--- src/sv/wpm_pkg.sv ---
// Package for the wildcard pattern matcher: the operation codes, the wildcard symbols
// and the per-item control bundle. It depends on nothing else.
package wpm_pkg;

  typedef enum logic {
    OP_PATTERN = 1'b0,
    OP_TEXT    = 1'b1
  } op_e;

  localparam logic [7:0] SYM_STAR = 8'd42;
  localparam logic [7:0] SYM_ANY  = 8'd63;

  // Control for the item being processed in the current cycle.
  typedef struct packed {
    logic       pat_wr;
    logic       txt_en;
    logic       last;
    logic [7:0] symbol;
  } step_t;

endpackage

--- src/sv/wpm_pat_store.sv ---
// Pattern storage for the wildcard pattern matcher: the bytes, the length, the open or closed
// state and the overflow flag. It depends on wpm_pkg.
module wpm_pat_store import wpm_pkg::*; #(
  parameter int unsigned PATTERN_MAX = 16,
  localparam int unsigned LenW = $clog2(PATTERN_MAX + 1),
  localparam int unsigned IdxW = (PATTERN_MAX > 1) ? $clog2(PATTERN_MAX) : 1
) (
  input  logic                          clk_i,
  input  logic                          rst_ni,
  input  step_t                         step_i,
  output logic [PATTERN_MAX-1:0][7:0]   pat_o,
  output logic [LenW-1:0]               len_o,
  output logic                          ovf_o,
  output logic                          fresh_o
);

  logic [PATTERN_MAX-1:0][7:0] store_q;
  logic [LenW-1:0]             len_q, len_d, base_len;
  logic                        closed_q, closed_d;
  logic                        ovf_q, ovf_d;
  logic                        room;

  // A pattern byte that arrives after a closed pattern starts a new one.
  assign fresh_o  = step_i.pat_wr & closed_q;
  assign base_len = closed_q ? '0 : len_q;
  assign room     = base_len < LenW'(PATTERN_MAX);

  always_comb begin
    len_d    = len_q;
    ovf_d    = ovf_q;
    closed_d = closed_q;
    if (step_i.pat_wr) begin
      ovf_d = closed_q ? 1'b0 : ovf_q;
      if (room) begin
        len_d = base_len + LenW'(1);
      end else begin
        len_d = base_len;
        ovf_d = 1'b1;
      end
      closed_d = step_i.last;
    end
  end

  always_ff @(posedge clk_i or negedge rst_ni) begin
    if (!rst_ni) begin
      len_q    <= '0;
      ovf_q    <= 1'b0;
      closed_q <= 1'b1;
    end else begin
      len_q    <= len_d;
      ovf_q    <= ovf_d;
      closed_q <= closed_d;
    end
  end

  always_ff @(posedge clk_i) begin
    if (step_i.pat_wr && room) begin
      store_q[base_len[IdxW-1:0]] <= step_i.symbol;
    end
  end

  assign pat_o = store_q;
  assign len_o = len_q;
  assign ovf_o = ovf_q;

endmodule

--- src/sv/wpm_vec_unit.sv ---
// Prefix-match vector of the wildcard pattern matcher and its update per text byte.
// It depends on wpm_pkg.
module wpm_vec_unit import wpm_pkg::*; #(
  parameter int unsigned PATTERN_MAX = 16,
  localparam int unsigned LenW = $clog2(PATTERN_MAX + 1)
) (
  input  logic                          clk_i,
  input  logic                          rst_ni,
  input  step_t                         step_i,
  input  logic                          fresh_i,
  input  logic [PATTERN_MAX-1:0][7:0]   pat_i,
  input  logic [LenW-1:0]               len_i,
  output logic                          match_o,
  output logic [PATTERN_MAX:0]          vec_o
);

  localparam int unsigned Steps = LenW;
  localparam logic [PATTERN_MAX:0] VecInit = (PATTERN_MAX + 1)'(1);

  logic [PATTERN_MAX:0] vec_q, vec_d;
  logic [PATTERN_MAX:0] star_prp, closed, gen, nxt;

  // Sets bit k when gen[k] is set or a set bit runs up to k through propagate bits.
  // Log-depth prefix network, so the run through a string of stars stays shallow.
  function automatic logic [PATTERN_MAX:0] run_fill(input logic [PATTERN_MAX:0] g_in,
                                                    input logic [PATTERN_MAX:0] p_in);
    logic [PATTERN_MAX:0] g, p, gn, pn;
    g = g_in;
    p = p_in;
    for (int s = 0; s < Steps; s++) begin
      gn = g;
      pn = p;
      for (int k = 0; k <= PATTERN_MAX; k++) begin
        if (k >= (1 << s)) begin
          gn[k] = g[k] | (p[k] & g[k - (1 << s)]);
          pn[k] = p[k] & p[k - (1 << s)];
        end
      end
      g = gn;
      p = pn;
    end
    return g;
  endfunction

  always_comb begin
    star_prp    = '0;
    gen         = '0;
    for (int k = 0; k < PATTERN_MAX; k++) begin
      star_prp[k+1] = (LenW'(k) < len_i) && (pat_i[k] == SYM_STAR);
    end
    // A set bit followed by stars also covers the prefixes that end in those stars.
    closed = run_fill(vec_q, star_prp);
    for (int k = 0; k < PATTERN_MAX; k++) begin
      if (LenW'(k) < len_i) begin
        if (pat_i[k] == SYM_STAR) begin
          gen[k+1] = closed[k+1];
        end else begin
          gen[k+1] = closed[k] && ((pat_i[k] == SYM_ANY) || (pat_i[k] == step_i.symbol));
        end
      end
    end
    // A star also absorbs the current byte behind any matching shorter prefix.
    nxt = run_fill(gen, star_prp);
  end

  assign match_o = nxt[len_i];

  always_comb begin
    vec_d = vec_q;
    if (fresh_i || (step_i.txt_en && step_i.last)) begin
      vec_d = VecInit;
    end else if (step_i.txt_en) begin
      vec_d = nxt;
    end
  end

  always_ff @(posedge clk_i or negedge rst_ni) begin
    if (!rst_ni) begin
      vec_q <= VecInit;
    end else begin
      vec_q <= vec_d;
    end
  end

  assign vec_o = vec_q;

endmodule

--- src/sv/wildcard_pattern_matcher.sv ---
// Top level of the wildcard pattern matcher: input register, pattern store, vector unit
// and result register. It depends on wpm_pkg, wpm_pat_store and wpm_vec_unit.
//
// Usage: one input channel (in_valid_i / in_stall_o) carries items of operation, symbol
// and last. Pattern items (operation 0) are loaded first, the one with last set closes
// the pattern; '*' matches any run of bytes and '?' any single byte. Text items
// (operation 1) are then streamed. A text item with last set gives one result item on
// the output channel (out_valid_o / out_stall_i): matched and pattern_overflow. A
// pattern byte beyond PATTERN_MAX sets the overflow flag and is dropped.
// Timing: an accepted item is held in the input register, where the prefix-match vector
// is updated, and its result is then captured in the result register. One item is
// accepted every cycle while in_stall_o is low; the limit is the combinational vector
// update through two log-depth star-propagation networks over PATTERN_MAX + 1 bits.
// Stall: the result register holds while out_stall_i is high. Items that give no result
// keep flowing; an item that ends a text waits in the input register, and in_stall_o
// rises, only while the previous result is still held.
// Reset: clears both registers' valid bits, the pattern length and overflow flag, marks
// the pattern closed and sets the vector to match only the empty prefix. Pattern bytes
// are undefined until loaded.
module wildcard_pattern_matcher import wpm_pkg::*; #(
  parameter int unsigned PATTERN_MAX = 16
) (
  input  logic       clk_i,
  input  logic       rst_ni,
  input  logic       in_valid_i,
  output logic       in_stall_o,
  input  logic       operation_i,
  input  logic [7:0] symbol_i,
  input  logic       last_i,
  output logic       out_valid_o,
  input  logic       out_stall_i,
  output logic       matched_o,
  output logic       pattern_overflow_o
);

  localparam int unsigned LenW = $clog2(PATTERN_MAX + 1);

  // Input register.
  logic       in_vld_q;
  op_e        op_q;
  logic [7:0] sym_q;
  logic       last_q;

  // Result register.
  logic       out_vld_q;
  logic       matched_q;
  logic       ovf_out_q;

  logic       accept;
  logic       gives_result;
  logic       proc;
  step_t      step;

  logic [PATTERN_MAX-1:0][7:0] pat;
  logic [LenW-1:0]             len;
  logic                        ovf;
  logic                        fresh;
  logic                        match;
  logic [PATTERN_MAX:0]        vec;

  // The held item is processed unless it ends a text while the previous result is stuck.
  assign gives_result = (op_q == OP_TEXT) && last_q;
  assign proc         = in_vld_q && !(gives_result && out_vld_q && out_stall_i);
  assign in_stall_o   = in_vld_q && !proc;
  assign accept       = in_valid_i && !in_stall_o;

  always_ff @(posedge clk_i or negedge rst_ni) begin
    if (!rst_ni) begin
      in_vld_q <= 1'b0;
    end else if (accept) begin
      in_vld_q <= 1'b1;
    end else if (proc) begin
      in_vld_q <= 1'b0;
    end
  end

  always_ff @(posedge clk_i) begin
    if (accept) begin
      op_q   <= op_e'(operation_i);
      sym_q  <= symbol_i;
      last_q <= last_i;
    end
  end

  always_comb begin
    step.pat_wr = proc && (op_q == OP_PATTERN);
    step.txt_en = proc && (op_q == OP_TEXT);
    step.last   = last_q;
    step.symbol = sym_q;
  end

  wpm_pat_store #(
    .PATTERN_MAX(PATTERN_MAX)
  ) u_store (
    .clk_i  (clk_i),
    .rst_ni (rst_ni),
    .step_i (step),
    .pat_o  (pat),
    .len_o  (len),
    .ovf_o  (ovf),
    .fresh_o(fresh)
  );

  wpm_vec_unit #(
    .PATTERN_MAX(PATTERN_MAX)
  ) u_vec (
    .clk_i  (clk_i),
    .rst_ni (rst_ni),
    .step_i (step),
    .fresh_i(fresh),
    .pat_i  (pat),
    .len_i  (len),
    .match_o(match),
    .vec_o  (vec)
  );

  always_ff @(posedge clk_i or negedge rst_ni) begin
    if (!rst_ni) begin
      out_vld_q <= 1'b0;
    end else if (proc && gives_result) begin
      out_vld_q <= 1'b1;
    end else if (!out_stall_i) begin
      out_vld_q <= 1'b0;
    end
  end

  always_ff @(posedge clk_i) begin
    if (proc && gives_result) begin
      matched_q <= match;
      ovf_out_q <= ovf;
    end
  end

  assign out_valid_o        = out_vld_q;
  assign matched_o          = matched_q;
  assign pattern_overflow_o = ovf_out_q;

  // The input side only backs up behind a result that is being held.
  a_stall_cause: assert property (@(posedge clk_i) disable iff (!rst_ni)
    in_stall_o |-> (out_vld_q && out_stall_i))
    else $error("input stalled without a held result");

  // The stored length never passes the capacity.
  a_len_bound: assert property (@(posedge clk_i) disable iff (!rst_ni)
    len <= LenW'(PATTERN_MAX))
    else $error("pattern length beyond capacity");

  // Overflow can only be flagged once the store is full.
  a_ovf_full: assert property (@(posedge clk_i) disable iff (!rst_ni)
    ovf |-> (len == LenW'(PATTERN_MAX)))
    else $error("overflow flagged with room left");

  // The end of a text leaves the vector matching the empty prefix only.
  a_vec_clear: assert property (@(posedge clk_i) disable iff (!rst_ni)
    (proc && gives_result) |=> (vec == (PATTERN_MAX + 1)'(1)))
    else $error("vector not cleared after end of text");

endmodule
--- config.mk ---
export PLATFORM = sky130hd
export DESIGN_NAME = wildcard_pattern_matcher
export DESIGN_NICKNAME = d
export VERILOG_FILES = /design/src/sv/wpm_pkg.sv /design/src/sv/wpm_pat_store.sv /design/src/sv/wpm_vec_unit.sv /design/src/sv/wildcard_pattern_matcher.sv
export SDC_FILE = /design/constraint.sdc
export NUM_CORES = 1
export LEC_CHECK = 0
export ABC_AREA = 1
export BUFFER_PORTS_ARGS = -buffer_cell sky130_fd_sc_hd__buf_2
export CORE_AREA = 2 2 141 156
export DETAILED_ROUTE_END_ITERATION = 8
export DIE_AREA = 0 0 143 158
export GPL_TIMING_DRIVEN = 0
export PLACE_DENSITY = 0.68
export SYNTH_ARGS = -nofsm -noshare
export SYNTH_HDL_FRONTEND = slang
export SYNTH_SLANG_ARGS = --single-unit
--- constraint.sdc ---
create_clock -name clk_i -period 2.6 [get_ports clk_i]
set_input_delay 0.26 -clock clk_i [delete_from_list [all_inputs] [get_ports clk_i]]
set_output_delay 0.26 -clock clk_i [all_outputs]
set_load 0.1 [all_outputs]
==> impl_metrics.env <==
export IMPL_clk_insertion_delay_late_ns=0.45
export IMPL_pwr_share_seq=0.407
export IMPL_ff2ff_path_depth=18
export IMPL_vias_per_cell=5.45
export IMPL_row_count=56
export IMPL_critical_path_top_delay_family="simple AND/OR/NAND/NOR gates"
export IMPL_synth_top_area_frac=0.406
export IMPL_synthAdderAreaFrac=0.00483
export IMPL_p_leak_nw=5.57
export IMPL_grt_max_degree=27
export IMPL_internal_power_w=0.00502
export IMPL_p_sw_frac=0.351
export IMPL_wl_met1_um=13600
export IMPL_dp_cells=1687
export IMPL_crit_slowest_cell="dfrtp_1"
export IMPL_die_h_um=158
export IMPL_remaining_drc_errors=0
export IMPL_dr_pass1_iters=5
export IMPL_clkSinkCount=166
export IMPL_dr_wl_met3_um=2770
export IMPL_switchingPower_w=0.00271
export IMPL_clk_path_buf_depth=2
export IMPL_power_per_cell_area_nw_per_um2=592
export IMPL_crit_fanout=7
export IMPL_yosysWarnings=0
export IMPL_synth_edf_count=140
export IMPL_post_route_min_period_ns=2.86
export IMPL_antenna_found_initial=0
export IMPL_cts_buffers=17
export IMPL_grt_pass1_wl_um=48500
export IMPL_coreArea_um2=21100
export IMPL_startpoint_type="flop"
export IMPL_finalMaxSlewViolations=0
export IMPL_grt_pass1_vias=8800
export IMPL_portBuffers=17
export IMPL_routed_top_layer="met4"
export IMPL_timing_rr_start="u_store.len_o[3]$_DFFE_PN0P_"
export IMPL_p_clk_frac=0.343
export IMPL_final_common_cell="nand2_1"
export IMPL_min_path_type="input port to flop"
export IMPL_syn_area_per_cell_um2=7.50
export IMPL_fin_nets=1516
export IMPL_num_vias=9817
export IMPL_ys_seq_elements=166
export IMPL_gp_congestion=0.992
export IMPL_multi_input_comb_area_um2=5430
export IMPL_path_buf_inv=3
export IMPL_ant_nets=0
export IMPL_status="complete, but fails checks"
export IMPL_slew_headroom=0.337
export IMPL_die_w_um=143
export IMPL_drv_cap=0
export IMPL_rrSetupSlack_ns=-0.26
export IMPL_cts_root_buf="clkbuf_16"
export IMPL_area_growth_pct=26.1
export IMPL_first_iter_violations=1094
export IMPL_ir_drop_uv=436
export IMPL_crit_cells=18
export IMPL_track_usage=0.291
export IMPL_h_tree_depth=4
export IMPL_worstSetupEndpoint="matched_o$_DFFE_PP_"
export IMPL_ys_top_cells_by_area="edfxtp_1 41%, nand2_1 17%, nor2_1 6.5%"
export IMPL_io_pins=18
export IMPL_dr_wl_met2_um=15500
export IMPL_syn_nets=1398
export IMPL_fp_dieArea_um2=22600
export IMPL_overflow=0
export IMPL_criticalPathCategory="flop to flop"
export IMPL_antenna_cells=0
export IMPL_final_setup_viol_count=3
export IMPL_timing_setup_tns_ns=-0.373
export IMPL_period_share=1.10
export IMPL_seq_area_um2=4860
export IMPL_crit_top_cell="nand2_2"
export IMPL_synth_top_family_by_area="simple AND/OR/NAND/NOR gates"
export IMPL_end_kind="flop"
export IMPL_crit_arrival_ns=3.05
export IMPL_required_ns=2.79
export IMPL_muxShareOfSynthArea=0
export IMPL_synth_compound_area_frac=0.0486
export IMPL_rsz0062_at_grt="yes"
export IMPL_drive_gt1_frac=0.273
export IMPL_clk_pin_slew_ns=0.08
export IMPL_max_freq_mhz=350
export IMPL_wl_um=33200
export IMPL_final_cell_mix="414 x nand2_1, 161 x inv_1, 140 x edfxtp_1, 131 x nor2_1, 76 x buf_4"
export IMPL_pwr_share_comb=0.251
export IMPL_synth_main_ff_cell="edfxtp_1"
export IMPL_tightestPinTransition_ns=0.991
export IMPL_synth_cell_types=44
export IMPL_place_hpwl_um=22000
export IMPL_hold_slack_ns=0.0120
export IMPL_setup_ws_ns=-0.261
export IMPL_n_fill_cell=1765
export IMPL_async_flop_share=0.157
export IMPL_cts_tree="done"
export IMPL_max_stage_delay_ns=0.38
export IMPL_regToRegEndpoint="matched_o$_DFFE_PP_"
export IMPL_fin_worst_skew_ns=0.0119
export IMPL_yosys_area_share_simple=0.356
export IMPL_yosys_area_share_xor_xnor=0.0364
export IMPL_post_route_util=0.619
export IMPL_final_hold_violation_count=0
export IMPL_start_util=0.491
export IMPL_stdcell_count=1801
export IMPL_worstPathCellList="buf_6, nor2_4, buf_6, inv_6, nand4_1, nor2_2, a21oi_4, nand3_4, nand2_2, nand2_4, nand2_2, nand2_2, a21oi_2, nand2_4, nand2_4, nand3_4, a21oi_2, nand2_2"
export IMPL_violations="setup timing"
export IMPL_yosysTopAreaCell="edfxtp_1"
export IMPL_wire_per_inst_um=18.4
export IMPL_cp_startpoint="u_store.len_o[3]$_DFFE_PN0P_"
export IMPL_syn_inst=1380
export IMPL_syn_area_um2=10400
export IMPL_seq_area_frac_synth=0.469
[power by group through the flow]
| stage | clock network [W] | registers [W] | logic, W |
|---|---|---|---|
| after floorplan | 0 | 0.00319 | 0.000915 |
| after global placement | 0 | 0.00323 | 0.00126 |
| after detailed placement | 0 | 0.00323 | 0.00128 |
| after CTS | 0.00264 | 0.00314 | 0.00166 |
| after global routing | 0.00277 | 0.00316 | 0.00206 |
| final | 0.00265 | 0.00315 | 0.00194 |
[state kept, by name (all words and copies together) (netlist names)]
signal / flops
in_vld_q: 1
last_q: 1
matched_o: 1
op_q: 1
out_valid_o: 1
pattern_overflow_o: 1
sym_q: 8
u_store.closed_q: 1
u_store.len_o: 5
u_store.ovf_o: 1
u_store.pat_o: 128
u_vec.vec_o: 17
[cells in the mapped netlist, types with 2 or more instances]
master	number
buf_6	3
inv_1	176
o211ai_1	3
inv_2	17
ha_1	4
dfstp_2	2
o21ai_2	2
nand3_2	8
or2_2	19
o21ai_1	7
clkbuf_1	7
a21oi_2	2
xor2_1	11
o31ai_1	2
nor3_1	16
buf_1	2
nand3b_1	2
nand2_2	13
o2111ai_1	3
o21ai_0	26
nor2_2	11
buf_2	15
a21oi_1	34
nor2_1	178
dfrtp_1	24
edfxtp_1	140
nor4_1	8
nor2_4	7
nand4_1	48
nand3_1	65
xnor2_1	32
nand2_1	481
[worst reg2reg max path, cell delays in order (launching register included)]
cell,delay (ns)
dfrtp_1,0.38
buf_6,0.15
nor2_4,0.19
buf_6,0.18
inv_6,0.05
nand4_1,0.18
nor2_2,0.12
a21oi_4,0.22
nand3_4,0.12
nand2_2,0.10
nand2_4,0.07
nand2_2,0.08
nand2_2,0.09
a21oi_2,0.19
nand2_4,0.09
nand2_4,0.07
nand3_4,0.09
a21oi_2,0.16
nand2_2,0.09
[cell type report]
cell class	instances	share of cell area
Clock inverter	15	0.0144
Timing Repair Buffer	99	0.0575
Clock buffer	17	0.0326
Multi-Input combinational cell	992	0.416
Tap cell	290	0.0278
Sequential cell	166	0.372
Buffer	28	0.0211
Inverter	194	0.0588
[worst min-delay path by stage]
| stage | slack [ns] | to | cells past startpoint | startpoint |
|---|---|---|---|---|
| after floorplan | -0.04 | in_vld_q$_DFFE_PN0P_ | 0 | rst_ni |
| after global placement | 0.30 | u_vec.vec_o[15]$_DFFE_PN0P_ | 1 | rst_ni |
| after detailed placement | 0.31 | u_vec.vec_o[15]$_DFFE_PN0P_ | 1 | rst_ni |
| after CTS | 0.005 | in_vld_q$_DFFE_PN0P_ | 3 | in_valid_i |
| after global routing | 0.03 | in_vld_q$_DFFE_PN0P_ | 3 | in_valid_i |
| final | 0.01 | in_vld_q$_DFFE_PN0P_ | 3 | in_valid_i |
[routing by layer]
metal	vias to the layer above	GRT usage
li1	4645	-
met1	4589	0.380
met2	467	0.472
met3	116	0.0593
met4	0	0.120
met5	-	0
[through the flow]
stage / total power (W) / setup WS, ns / instance area, um2
after floorplan: 0.00411 / 0.0486 / 10400
after global placement: 0.00449 / -1.26 / 10800
after detailed placement: 0.00451 / -1.31 / 10800
after CTS: 0.00744 / -0.153 / 12400
after global routing: 0.00799 / -0.360 / 13100
final: 0.00773 / -0.261 / 13100
[repair_timing]
item,CTS,global route
hold buffers,11,0
endpoints found under the setup margin,17,89
buffers inserted,48,23
gates cloned,1,0
gates resized for setup,157,145
hold endpoints to repair,34,0
pin swaps,49,62
[cell families after synthesis]
kind of cell    Yosys count
compound gates           87
xor+xnor                 43
fa+ha+maj                 4
buf+inv                 222
flops                   166
simple gates            858
(Power assumes the default switching activity.)
